### src/rtl/gos_pkg.sv
// ----------------------------------------------------------------------------
// gos_pkg
// Shared types, codes and constants of the grid obstacle smoothing block.
// ----------------------------------------------------------------------------
package gos_pkg;

	// Default storage geometry and run length
	localparam int unsigned GOS_MAX_SIDE   = 128;
	localparam int unsigned GOS_PASS_COUNT = 3;

	// Reset value of the grid side register
	localparam logic [7:0] GOS_GRID_RESET = 8'd128;

	// A tile turns when more than this many neighbors agree
	localparam logic [3:0] GOS_MAJORITY = 4'd4;

	// Request kinds
	typedef enum logic [1:0] {
		REQ_WRITE = 2'd0,
		REQ_READ  = 2'd1,
		REQ_RUN   = 2'd2,
		REQ_NONE  = 2'd3
	} req_t;

	// Tile states
	typedef enum logic [1:0] {
		TILE_POSSIBLE = 2'd0,
		TILE_FREE     = 2'd1,
		TILE_BLOCKED  = 2'd2,
		TILE_USED     = 2'd3
	} tile_t;

	// Neighbor offset codes along one axis
	typedef enum logic [1:0] {
		OFS_NEG  = 2'd0,
		OFS_ZERO = 2'd1,
		OFS_POS  = 2'd2
	} ofs_t;

	// Controller states
	typedef enum logic [2:0] {
		ST_IDLE,
		ST_RESP,
		ST_CENTER_RD,
		ST_CENTER_CHK,
		ST_NB,
		ST_NB_DRAIN,
		ST_DECIDE
	} state_t;

	// Commands from controller to datapath
	typedef struct packed {
		logic       accept;     // input beat taken this cycle
		logic       rd_center;  // read the tile at the scan position
		logic       nb_read;    // read one neighbor
		logic [2:0] nb_idx;     // which neighbor
		logic       nb_clear;   // clear the neighbor counts
		logic       decide;     // apply the majority rule to the scan tile
		logic       advance;    // step the scan position
		logic       load_out;   // load the result register
	} gos_cmd_t;

	// Status from datapath to controller
	typedef struct packed {
		logic side_zero;        // effective grid side is zero
		logic center_possible;  // scan tile read back as possible
		logic last_tile;        // scan is at the last tile of the last pass
		logic out_free;         // result register can take a new result
	} gos_sts_t;

	// Column offset of neighbor idx
	function automatic ofs_t nb_dx(input logic [2:0] idx);
		ofs_t r;
		case (idx)
			3'd0, 3'd1, 3'd2: r = OFS_NEG;
			3'd3, 3'd4:       r = OFS_ZERO;
			default:          r = OFS_POS;
		endcase
		return r;
	endfunction

	// Row offset of neighbor idx
	function automatic ofs_t nb_dy(input logic [2:0] idx);
		ofs_t r;
		case (idx)
			3'd0, 3'd3, 3'd5: r = OFS_NEG;
			3'd1, 3'd6:       r = OFS_ZERO;
			default:          r = OFS_POS;
		endcase
		return r;
	endfunction

endpackage

### src/rtl/gos_ctrl.sv
// ----------------------------------------------------------------------------
// gos_ctrl
// Request sequencer: takes input beats, walks the smoothing scan tile by
// tile and hands results to the output register.
// ----------------------------------------------------------------------------
module gos_ctrl
	import gos_pkg::*;
(
	input  logic       clk,
	input  logic       arst_n,
	input  logic       in_valid,
	input  logic [1:0] in_req,
	output logic       in_ready,
	input  gos_sts_t   sts,
	output gos_cmd_t   cmd
);

	state_t     state_q, state_d;
	logic [2:0] nb_idx_q;

	// State register and neighbor counter
	always_ff @(posedge clk or negedge arst_n) begin
		if (!arst_n) begin
			state_q  <= ST_IDLE;
			nb_idx_q <= 3'd0;
		end else begin
			state_q <= state_d;
			if (state_q == ST_NB) begin
				nb_idx_q <= nb_idx_q + 3'd1;
			end else begin
				nb_idx_q <= 3'd0;
			end
		end
	end

	// Next state
	always_comb begin
		state_d = state_q;
		case (state_q)
			ST_IDLE: begin
				if (in_valid) begin
					case (in_req)
						REQ_WRITE, REQ_READ: state_d = ST_RESP;
						REQ_RUN:             state_d = sts.side_zero ? ST_RESP : ST_CENTER_RD;
						default:             state_d = ST_IDLE;
					endcase
				end
			end
			ST_RESP: begin
				if (sts.out_free) begin
					state_d = ST_IDLE;
				end
			end
			ST_CENTER_RD:  state_d = ST_CENTER_CHK;
			ST_CENTER_CHK: begin
				if (sts.center_possible) begin
					state_d = ST_NB;
				end else begin
					state_d = sts.last_tile ? ST_RESP : ST_CENTER_RD;
				end
			end
			ST_NB: begin
				if (nb_idx_q == 3'd7) begin
					state_d = ST_NB_DRAIN;
				end
			end
			ST_NB_DRAIN: state_d = ST_DECIDE;
			ST_DECIDE:   state_d = sts.last_tile ? ST_RESP : ST_CENTER_RD;
			default:     state_d = ST_IDLE;
		endcase
	end

	// Outputs
	always_comb begin
		cmd      = '0;
		in_ready = 1'b0;
		cmd.nb_idx = nb_idx_q;
		case (state_q)
			ST_IDLE: begin
				in_ready   = 1'b1;
				cmd.accept = in_valid;
			end
			ST_RESP: begin
				cmd.load_out = sts.out_free;
			end
			ST_CENTER_RD: begin
				cmd.rd_center = 1'b1;
			end
			ST_CENTER_CHK: begin
				cmd.nb_clear = sts.center_possible;
				cmd.advance  = !sts.center_possible;
			end
			ST_NB: begin
				cmd.nb_read = 1'b1;
			end
			ST_DECIDE: begin
				cmd.decide  = 1'b1;
				cmd.advance = 1'b1;
			end
			default: begin
				cmd = '0;
			end
		endcase
	end

endmodule

### config.mk
export PLATFORM = sky130hd
export DESIGN_NAME = gos_ctrl
export DESIGN_NICKNAME = d
export VERILOG_FILES = /design/src/rtl/gos_pkg.sv /design/src/rtl/gos_ctrl.sv
export SDC_FILE = /design/constraint.sdc
export NUM_CORES = 1
export LEC_CHECK = 0
export BUFFER_PORTS_ARGS = -buffer_cell sky130_fd_sc_hd__buf_2
export CORE_AREA = 4 4 41 43
export DETAILED_ROUTE_END_ITERATION = 12
export DIE_AREA = 0 0 45 47
export PLACE_DENSITY = 0.69
export SYNTH_ARGS = -nofsm -noshare
export SYNTH_HDL_FRONTEND = slang
export SYNTH_SLANG_ARGS = --single-unit
### constraint.sdc
create_clock -name clk -period 1.7 [get_ports clk]
set_clock_uncertainty 0.1 [all_clocks]
set_input_delay 0.34 -clock clk [delete_from_list [all_inputs] [get_ports clk]]
set_output_delay 0.34 -clock clk [all_outputs]
set_load 0.02 [all_outputs]
# --- Word level (Yosys, flattened, before mapping) ---
# Cells that the tools add are included.
word_totals:
  register_bits: 6
  in_bits: 9
  out_inout_bits: 11
  elab_cells: 39
op_classes:
  add_sub_neg: 1
  eq_ne: 12
  n_mux: 18
  n_reduce_logical: 6
op_table:
  columns: ["op", "n"]
  rows:
  - ["$pmux W3 S7", 1]
  - ["$mux W3", 6]
  - ["$eq A3 B3 Y1 const B", 4]
  - ["$mux W1", 7]
  - ["$eq A3 B2 Y1 const B", 2]
  - ["$reduce_or A6 Y1", 1]
  - ["$mux W2", 2]
  - ["$ne A2 B2 Y1 const B", 2]
  - ["$pmux W2 S2", 1]
  - ["$add A3 B1 Y3 const B", 1]
  - ["$eq A3 B1 Y1 const B", 1]
  - ["$logic_not A3 Y1", 1]
  - ["$reduce_and A3 Y1", 1]
  - ["$eq A2 B1 Y1 const B", 1]
  - ["$eq A2 B2 Y1 const B", 1]
  - ["$logic_not A2 Y1", 1]
  - ["$ne A2 B1 Y1 const B", 1]
  - ["$pmux W1 S2", 1]
  - ["$reduce_or A2 Y1", 1]
  - ["$logic_not A1 Y1", 1]

# --- Depth between registers and ports, before layout ---
# Gate-level depths: netlist of the first run.
logic_depth:
  word_depth: 5
  mapped_depth: 6
  ltp_nobuf: 6

# --- Worst setup path after synthesis of the first run ---
# Ideal clock, no wire load.
synth_path:
  path_kind: "register -> output"
  start: "reg state_q[0]"
  end: "out cmd[8] in the netlist's numbering"
  arrival_time_ns: 1.132
  required_ns: 1.260
  setup_slack_ns: 0.128
  stages_incl_launch_ff: 3
  n_path_buf: 1
  path_cell_list: "dfrtp_1 buf_2 nor3b_1"
synth_lines:
  columns: ["element", "line", "rtl"]
  rows:
  - ["start, declared", "gos_ctrl.sv:18", "state_t state_q, state_d;"]
  - ["start signal, assigned", "gos_ctrl.sv:27", "state_q <= state_d;"]
  - ["end, declared", "gos_ctrl.sv:15", "output gos_cmd_t cmd"]

==> impl_metrics.csv, run 1 <==
group,metric,value,unit
critical_path,r2r_slack,0.25,ns
placed_design,gp_congestion,0.784,
yosys,syn_nets,60,
critical_path,cp_max_fo,8,
yosys,post_synth_num_cell_types,25,
min_path,hold_depth,2,
sta,fmax,0.604,GHz
sta,slew_viol_final,0,
routing,via_per_inst,4.94,
global_route,grt_usage,10.4,%
yosys,synth-edff-count,0,
yosys,yosysWarnings,0,
sta,finalWorstSetupSlack,0.0443,ns
clock_network,cts.sinks,6,
yosys,ys_ff_latch,6,
min_path,holdCritPathClass,"input port to flop",
routing,avgRoutedWirePerCell,11.8,um
floorplanning,die_h,47,um
clock_network,insertion_delay,0.24,ns
final_layout,areaGrowthSynthToFinish,41.0,%
yosys,synth_area_leaders,"dfrtp_1 (35%), and2_1 (7.4%), ha_1 (5.9%)",
global_route,grt_overflow,0,
global_route,antenna_found_initial,0,
sta,worst_pin_slew,0.216,ns
clock_network,root_buffer,"clkbuf_4",
routing,drt_iter0_markers,2,
global_route,grt_pass1_vias,370,
yosys,yosysTopAreaCell,"dfrtp_1",
clock_network,h-tree-depth,1,
clock_network,cts.clk_slew.worst_paths,0.04,ns
yosys,async_flop_share,100,%
routing,dr_total_vias,435,
yosys,synth_ff_type,"dfrtp_1",
yosys,netlist_area,424,um^2
floorplanning,rows,13,
global_route,grt_pass1_wl,1540,um
floorplanning,io_pins,20,
critical_path,worstSetupPathType,"flop to output port",
yosys,syn_inst,49,
clock_network,clockBufferDepth,2,
run_status,status,"completed",
sta,rsz0062_at_grt,"true",
floorplanning,start_util,32.6,%
job,maxCapViolCount,0,
routing,drc,0,
power_and_ir_drop,p_total,0.000827,W
critical_path,reg2reg_depth,6,
floorplanning,core,1300,um^2
routing,ant_nets,0,
placed_design,portBuffers,19,
routing,dr.pass1.iters,3,
placed_design,preCtsSetupSlack,0.153,ns
routing,wl,1040,um
sta,setup_violations,0,
final_layout,diodes,0,
critical_path,worstPathRequired,1.26,ns
global_route,grt_max_degree,13,
critical_path,critPathLaunchType,"flop",
sta,tns,0,ns
clock_network,cts_inserted_buffers,3,
final_layout,nets,86,
floorplanning,design.die.area,2120,um^2
power_and_ir_drop,ir_drop,0.000455,V
final_layout,fillCellCount,143,
power_and_ir_drop,p_per_area,1380,nW/um^2
placed_design,place_hpwl,801,um
yosys,synth_top_area_share,35.4,%
sta,slew-limit-headroom,85.6,%
sta,final_hold_viol_count,0,
yosys,ys_seq_area_share,35.4,%
sta,fin_crit_sh,97.4,%
power_and_ir_drop,p_leak,0.332,nW
clock_network,cts_tree,"built",
yosys,synth.avg_cell_area,8.66,um^2
critical_path,cp.arrival,1.22,ns
yosys,synth_common_cells,"dfrtp_1 (6), and2_1 (5), nand2_1 (4), nand2b_1 (4), nor2_1 (4)",
sta,fin_crit,1.66,ns
placed_design,placedCellCount,82,
final_layout,drive_gt1_share,46.6,%
yosys,synth_most_common_cell,"dfrtp_1",
sta,hold_ws,0.219,ns
final_layout,instances_no_fill,88,
critical_path,cp-end-kind,"output port",
floorplanning,die_w,45,um
[cells in the final DEF, fill, tap and decap left out, types with 2 or more instances in the layout]
| cell type | synthesis | routed |
|---|---|---|
| and2_1 | 5 | 5 |
| buf_2 | 2 | 19 |
| buf_4 | 0 | 4 |
| clkbuf_4 | 0 | 3 |
| dfrtp_1 | 6 | 3 |
| dfrtp_2 | 0 | 3 |
| ha_1 | 2 | 2 |
| nand2_1 | 4 | 4 |
| nand2b_1 | 4 | 4 |
| nand3_1 | 2 | 2 |
| nor2_1 | 4 | 3 |
| nor3_1 | 3 | 3 |
[sequential cells by signal, summed over array words and instances (netlist names)]
name	cells
nb_idx_q	3
state_q	3
[worst max-delay path, stage by stage (launching register included)]
cell and delay [ns]:
dfrtp_2 0.44, buf_4 0.18, o2bb2ai_2 0.18, buf_4 0.17
[power breakdown]
part | switching, W | total, W | internal (W) | leakage, nW
Combinational | 0.000247 | 0.000452 | 0.000205 | 0.241
Clock | 0.0000497 | 0.000129 | 0.0000797 | 0.0138
Sequential | 0.0000643 | 0.000245 | 0.000181 | 0.0771
Total | 0.000361 | 0.000827 | 0.000465 | 0.332
[area by class of cell]
type	instances	area, um^2	area share, %
clock buffer	3	22.5	3.77
inverter	1	3.75	0.628
multi-input combinational	39	264	44.1
sequential	6	154	25.7
tap	15	18.8	3.14
timing repair buffer	24	135	22.6
[routing by layer]
layer,part of all wire (%),GRT usage (%),up-vias
met3,6.1,1.15,4
met1,45,13.6,194
met4,2.9,8.77,0
li1,-,-,222
met5,0,0,-
met2,45,15.3,15
[per-stage QoR]
stage / area (um^2) / utilization (%)
3_5_place_dp: 532 / 40.9
2_1_floorplan: 424 / -
5_1_grt: 598 / 46.0
6_report: 598 / 46.0
3_3_place_gp: 532 / 40.9
4_1_cts: 576 / 44.2
[worst paths after layout]
| check | from | endpoint |
|---|---|---|
| setup / recovery | state_q[0] | cmd[1] |
| hold / removal | sts[0] | state_q[0] |
| setup reg to reg | nb_idx_q[0] | state_q[0] |
| hold reg to reg | nb_idx_q[0] | nb_idx_q[0] |
| max in group asynchronous | arst_n | state_q[2] |
| min in group asynchronous | arst_n | nb_idx_q[1] |
[kinds of logic after synthesis]
family | count (synthesis) | share of synthesized area [%]
and+or+nand+nor | 29 | 38.3
AOI/OAI and AO/OA | 8 | 14.5
adders and majority gates | 2 | 5.90
DFF | 6 | 35.4
buffers and inverters | 4 | 5.90
[timing repair]
action	in CTS	in global routing
setup endpoints to repair	7	4
resized for setup	6	2
buffers inserted	0	2
hold buffers	1	0
endpoints found under the hold margin	6	0
No activity file was read; power rests on OpenSTA's default activity.
==> run 2, diff against run 1 <==
--- a/config.mk
+++ b/config.mk
@@ -9,7 +9,6 @@
 export CORE_AREA = 4 4 41 43
 export DETAILED_ROUTE_END_ITERATION = 12
 export DIE_AREA = 0 0 45 47
-export PLACE_DENSITY = 0.69
 export SYNTH_ARGS = -nofsm -noshare
 export SYNTH_HDL_FRONTEND = slang
 export SYNTH_SLANG_ARGS = --single-unit
==> impl_metrics.csv, run 2 (synthesis gave the netlist of run 1 again) <==
group,metric,value,unit
run_status,status,"completed",
final_layout,final_core_util,48.7,%
global_route,grt_max_degree,17,
final_layout,final_cell_mix,"buf_2 (18), buf_4 (9), and2_1 (5), nand2_1 (4)",
final_layout,drive_gt1_share,49.4,%
sta,rsz0062_at_grt,"true",
job,maxCapViolCount,0,
power_and_ir_drop,p_leak,0.350,nW
critical_path,critPathLaunchType,"flop",
routing,avgRoutedWirePerCell,11.4,um
power_and_ir_drop,ir_drop,0.000649,V
final_layout,diodes,0,
final_layout,areaGrowthSynthToFinish,49.3,%
clock_network,h-tree-depth,1,
floorplanning,design.die.area,2120,um^2
clock_network,root_buffer,"clkbuf_4",
sta,fin_crit_sh,97.1,%
clock_network,insertion_delay,0.23,ns
sta,setup_violations,0,
routing,drt_iter0_markers,3,
placed_design,preCtsSetupSlack,0.123,ns
routing,wl,1050,um
global_route,grt_overflow,0,
global_route,grt_pass1_vias,348,
min_path,holdCritPathClass,"input port to flop",
critical_path,slowest_stage,"dfrtp_2",
sta,worst_pin_slew,0.234,ns
critical_path,crit_chain,"nor2_1 > and3_1 > buf_2",
sta,fin_crit,1.65,ns
floorplanning,core,1300,um^2
placed_design,portBuffers,19,
critical_path,cp_max_fo,10,
final_layout,regArea,154,um^2
floorplanning,rows,13,
placed_design,gp_congestion,0.735,
routing,dr_total_vias,438,
sta,slew_viol_final,0,
final_layout,reg.largest.list,"nb_idx_q x3, state_q x3",
sta,slew-limit-headroom,84.4,%
sta,final_hold_viol_count,0,
clock_network,cts.sinks,6,
routing,dr.pass1.iters,2,
floorplanning,io_pins,20,
global_route,grt_pass1_wl,1470,um
placed_design,placed_area,524,um^2
critical_path,critPathMaxStageDelay,0.49,ns
clock_network,cts.clk_slew.worst_paths,0.04,ns
final_layout,fillCellCount,144,
floorplanning,die_h,47,um
clock_network,cts_tree,"built",
final_layout,final_common_cell,"buf_2",
routing,drc,0,
floorplanning,start_util,32.6,%
clock_network,cts_inserted_buffers,3,
sta,tns,0,ns
final_layout,multiInputGateArea,267,um^2
global_route,grt_usage,9.52,%
critical_path,worstPathRequired,1.26,ns
global_route,antenna_found_initial,0,
placed_design,place_hpwl,742,um
final_layout,stdcell_area,633,um^2
routing,via_per_inst,4.76,
final_layout,nets,90,
critical_path,cp-end-kind,"output port",
clock_network,clockBufferDepth,2,
sta,fmax,0.606,GHz
critical_path,path_buf_inv,1,
critical_path,cpLargestDelayFamily,"flip-flops",
critical_path,worstSetupPathType,"flop to output port",
sta,finalWorstSetupSlack,0.0500,ns
critical_path,cp.arrival,1.21,ns
power_and_ir_drop,p_per_area,1390,nW/um^2
floorplanning,die_w,45,um
routing,ant_nets,0,
run 2: cell count changes in the layout (fill, tap and decap cells not counted), sizes merged:
cell  before  now
buf       23   27
run 2: final cells by class:
cell class | instances | share of cell area (%)
sequential | 6 | 24.3
tap | 15 | 2.96
timing repair buffer | 28 | 26.5
clock buffer | 3 | 3.56
inverter | 1 | 0.593
multi-input combinational | 39 | 42.1
run 2: per-stage QoR:
| step | std cells | hold slack, ns | power [W] |
|---|---|---|---|
| after CTS | 85 | 0.226 | 0.000781 |
| after floorplan | 49 | -0.0556 | 0.000527 |
| after detailed placement | 81 | 0.0753 | 0.000630 |
| after global routing | 92 | 0.236 | 0.000956 |
| after global placement | 81 | 0.0700 | 0.000626 |
| final | 92 | 0.231 | 0.000878 |
run 2: per-layer routing:
metal,vias to the layer above,track usage (%),wire (um)
li1,226,-,-
met1,198,12.4,447
met2,14,14.1,524
met3,0,1.53,80
met4,0,7.02,0
met5,-,0,0
run 2: report_power, final:
part	total [W]	internal [W]	switching, W
sequential	0.000255	0.000181	0.0000734
combinational	0.000502	0.000254	0.000248
clock	0.000121	0.0000792	0.0000420
total	0.000878	0.000514	0.000364
run 2: what timing repair did:
action                                  4_1_cts  5_1_grt
gates resized for setup                       6        3
hold endpoints to repair                      6        0
setup buffers                                 0        7
hold buffers                                  1        0
pin swaps                                     0        1
endpoints found under the setup margin        7        8
run 2: path summary, 6_finish.rpt:
check | from | to | slack [ns] | cells after the start
setup / recovery | state_q[2] | cmd[0] | 0.05 | 3
hold / removal | sts[0] | state_q[0] | 0.23 | 2
setup reg to reg | state_q[0] | state_q[0] | 0.23 | 5
hold reg to reg | nb_idx_q[0] | nb_idx_q[0] | 0.36 | 1
max in group asynchronous | arst_n | state_q[0] | 0.99 | 2
min in group asynchronous | arst_n | nb_idx_q[0] | 0.36 | 2
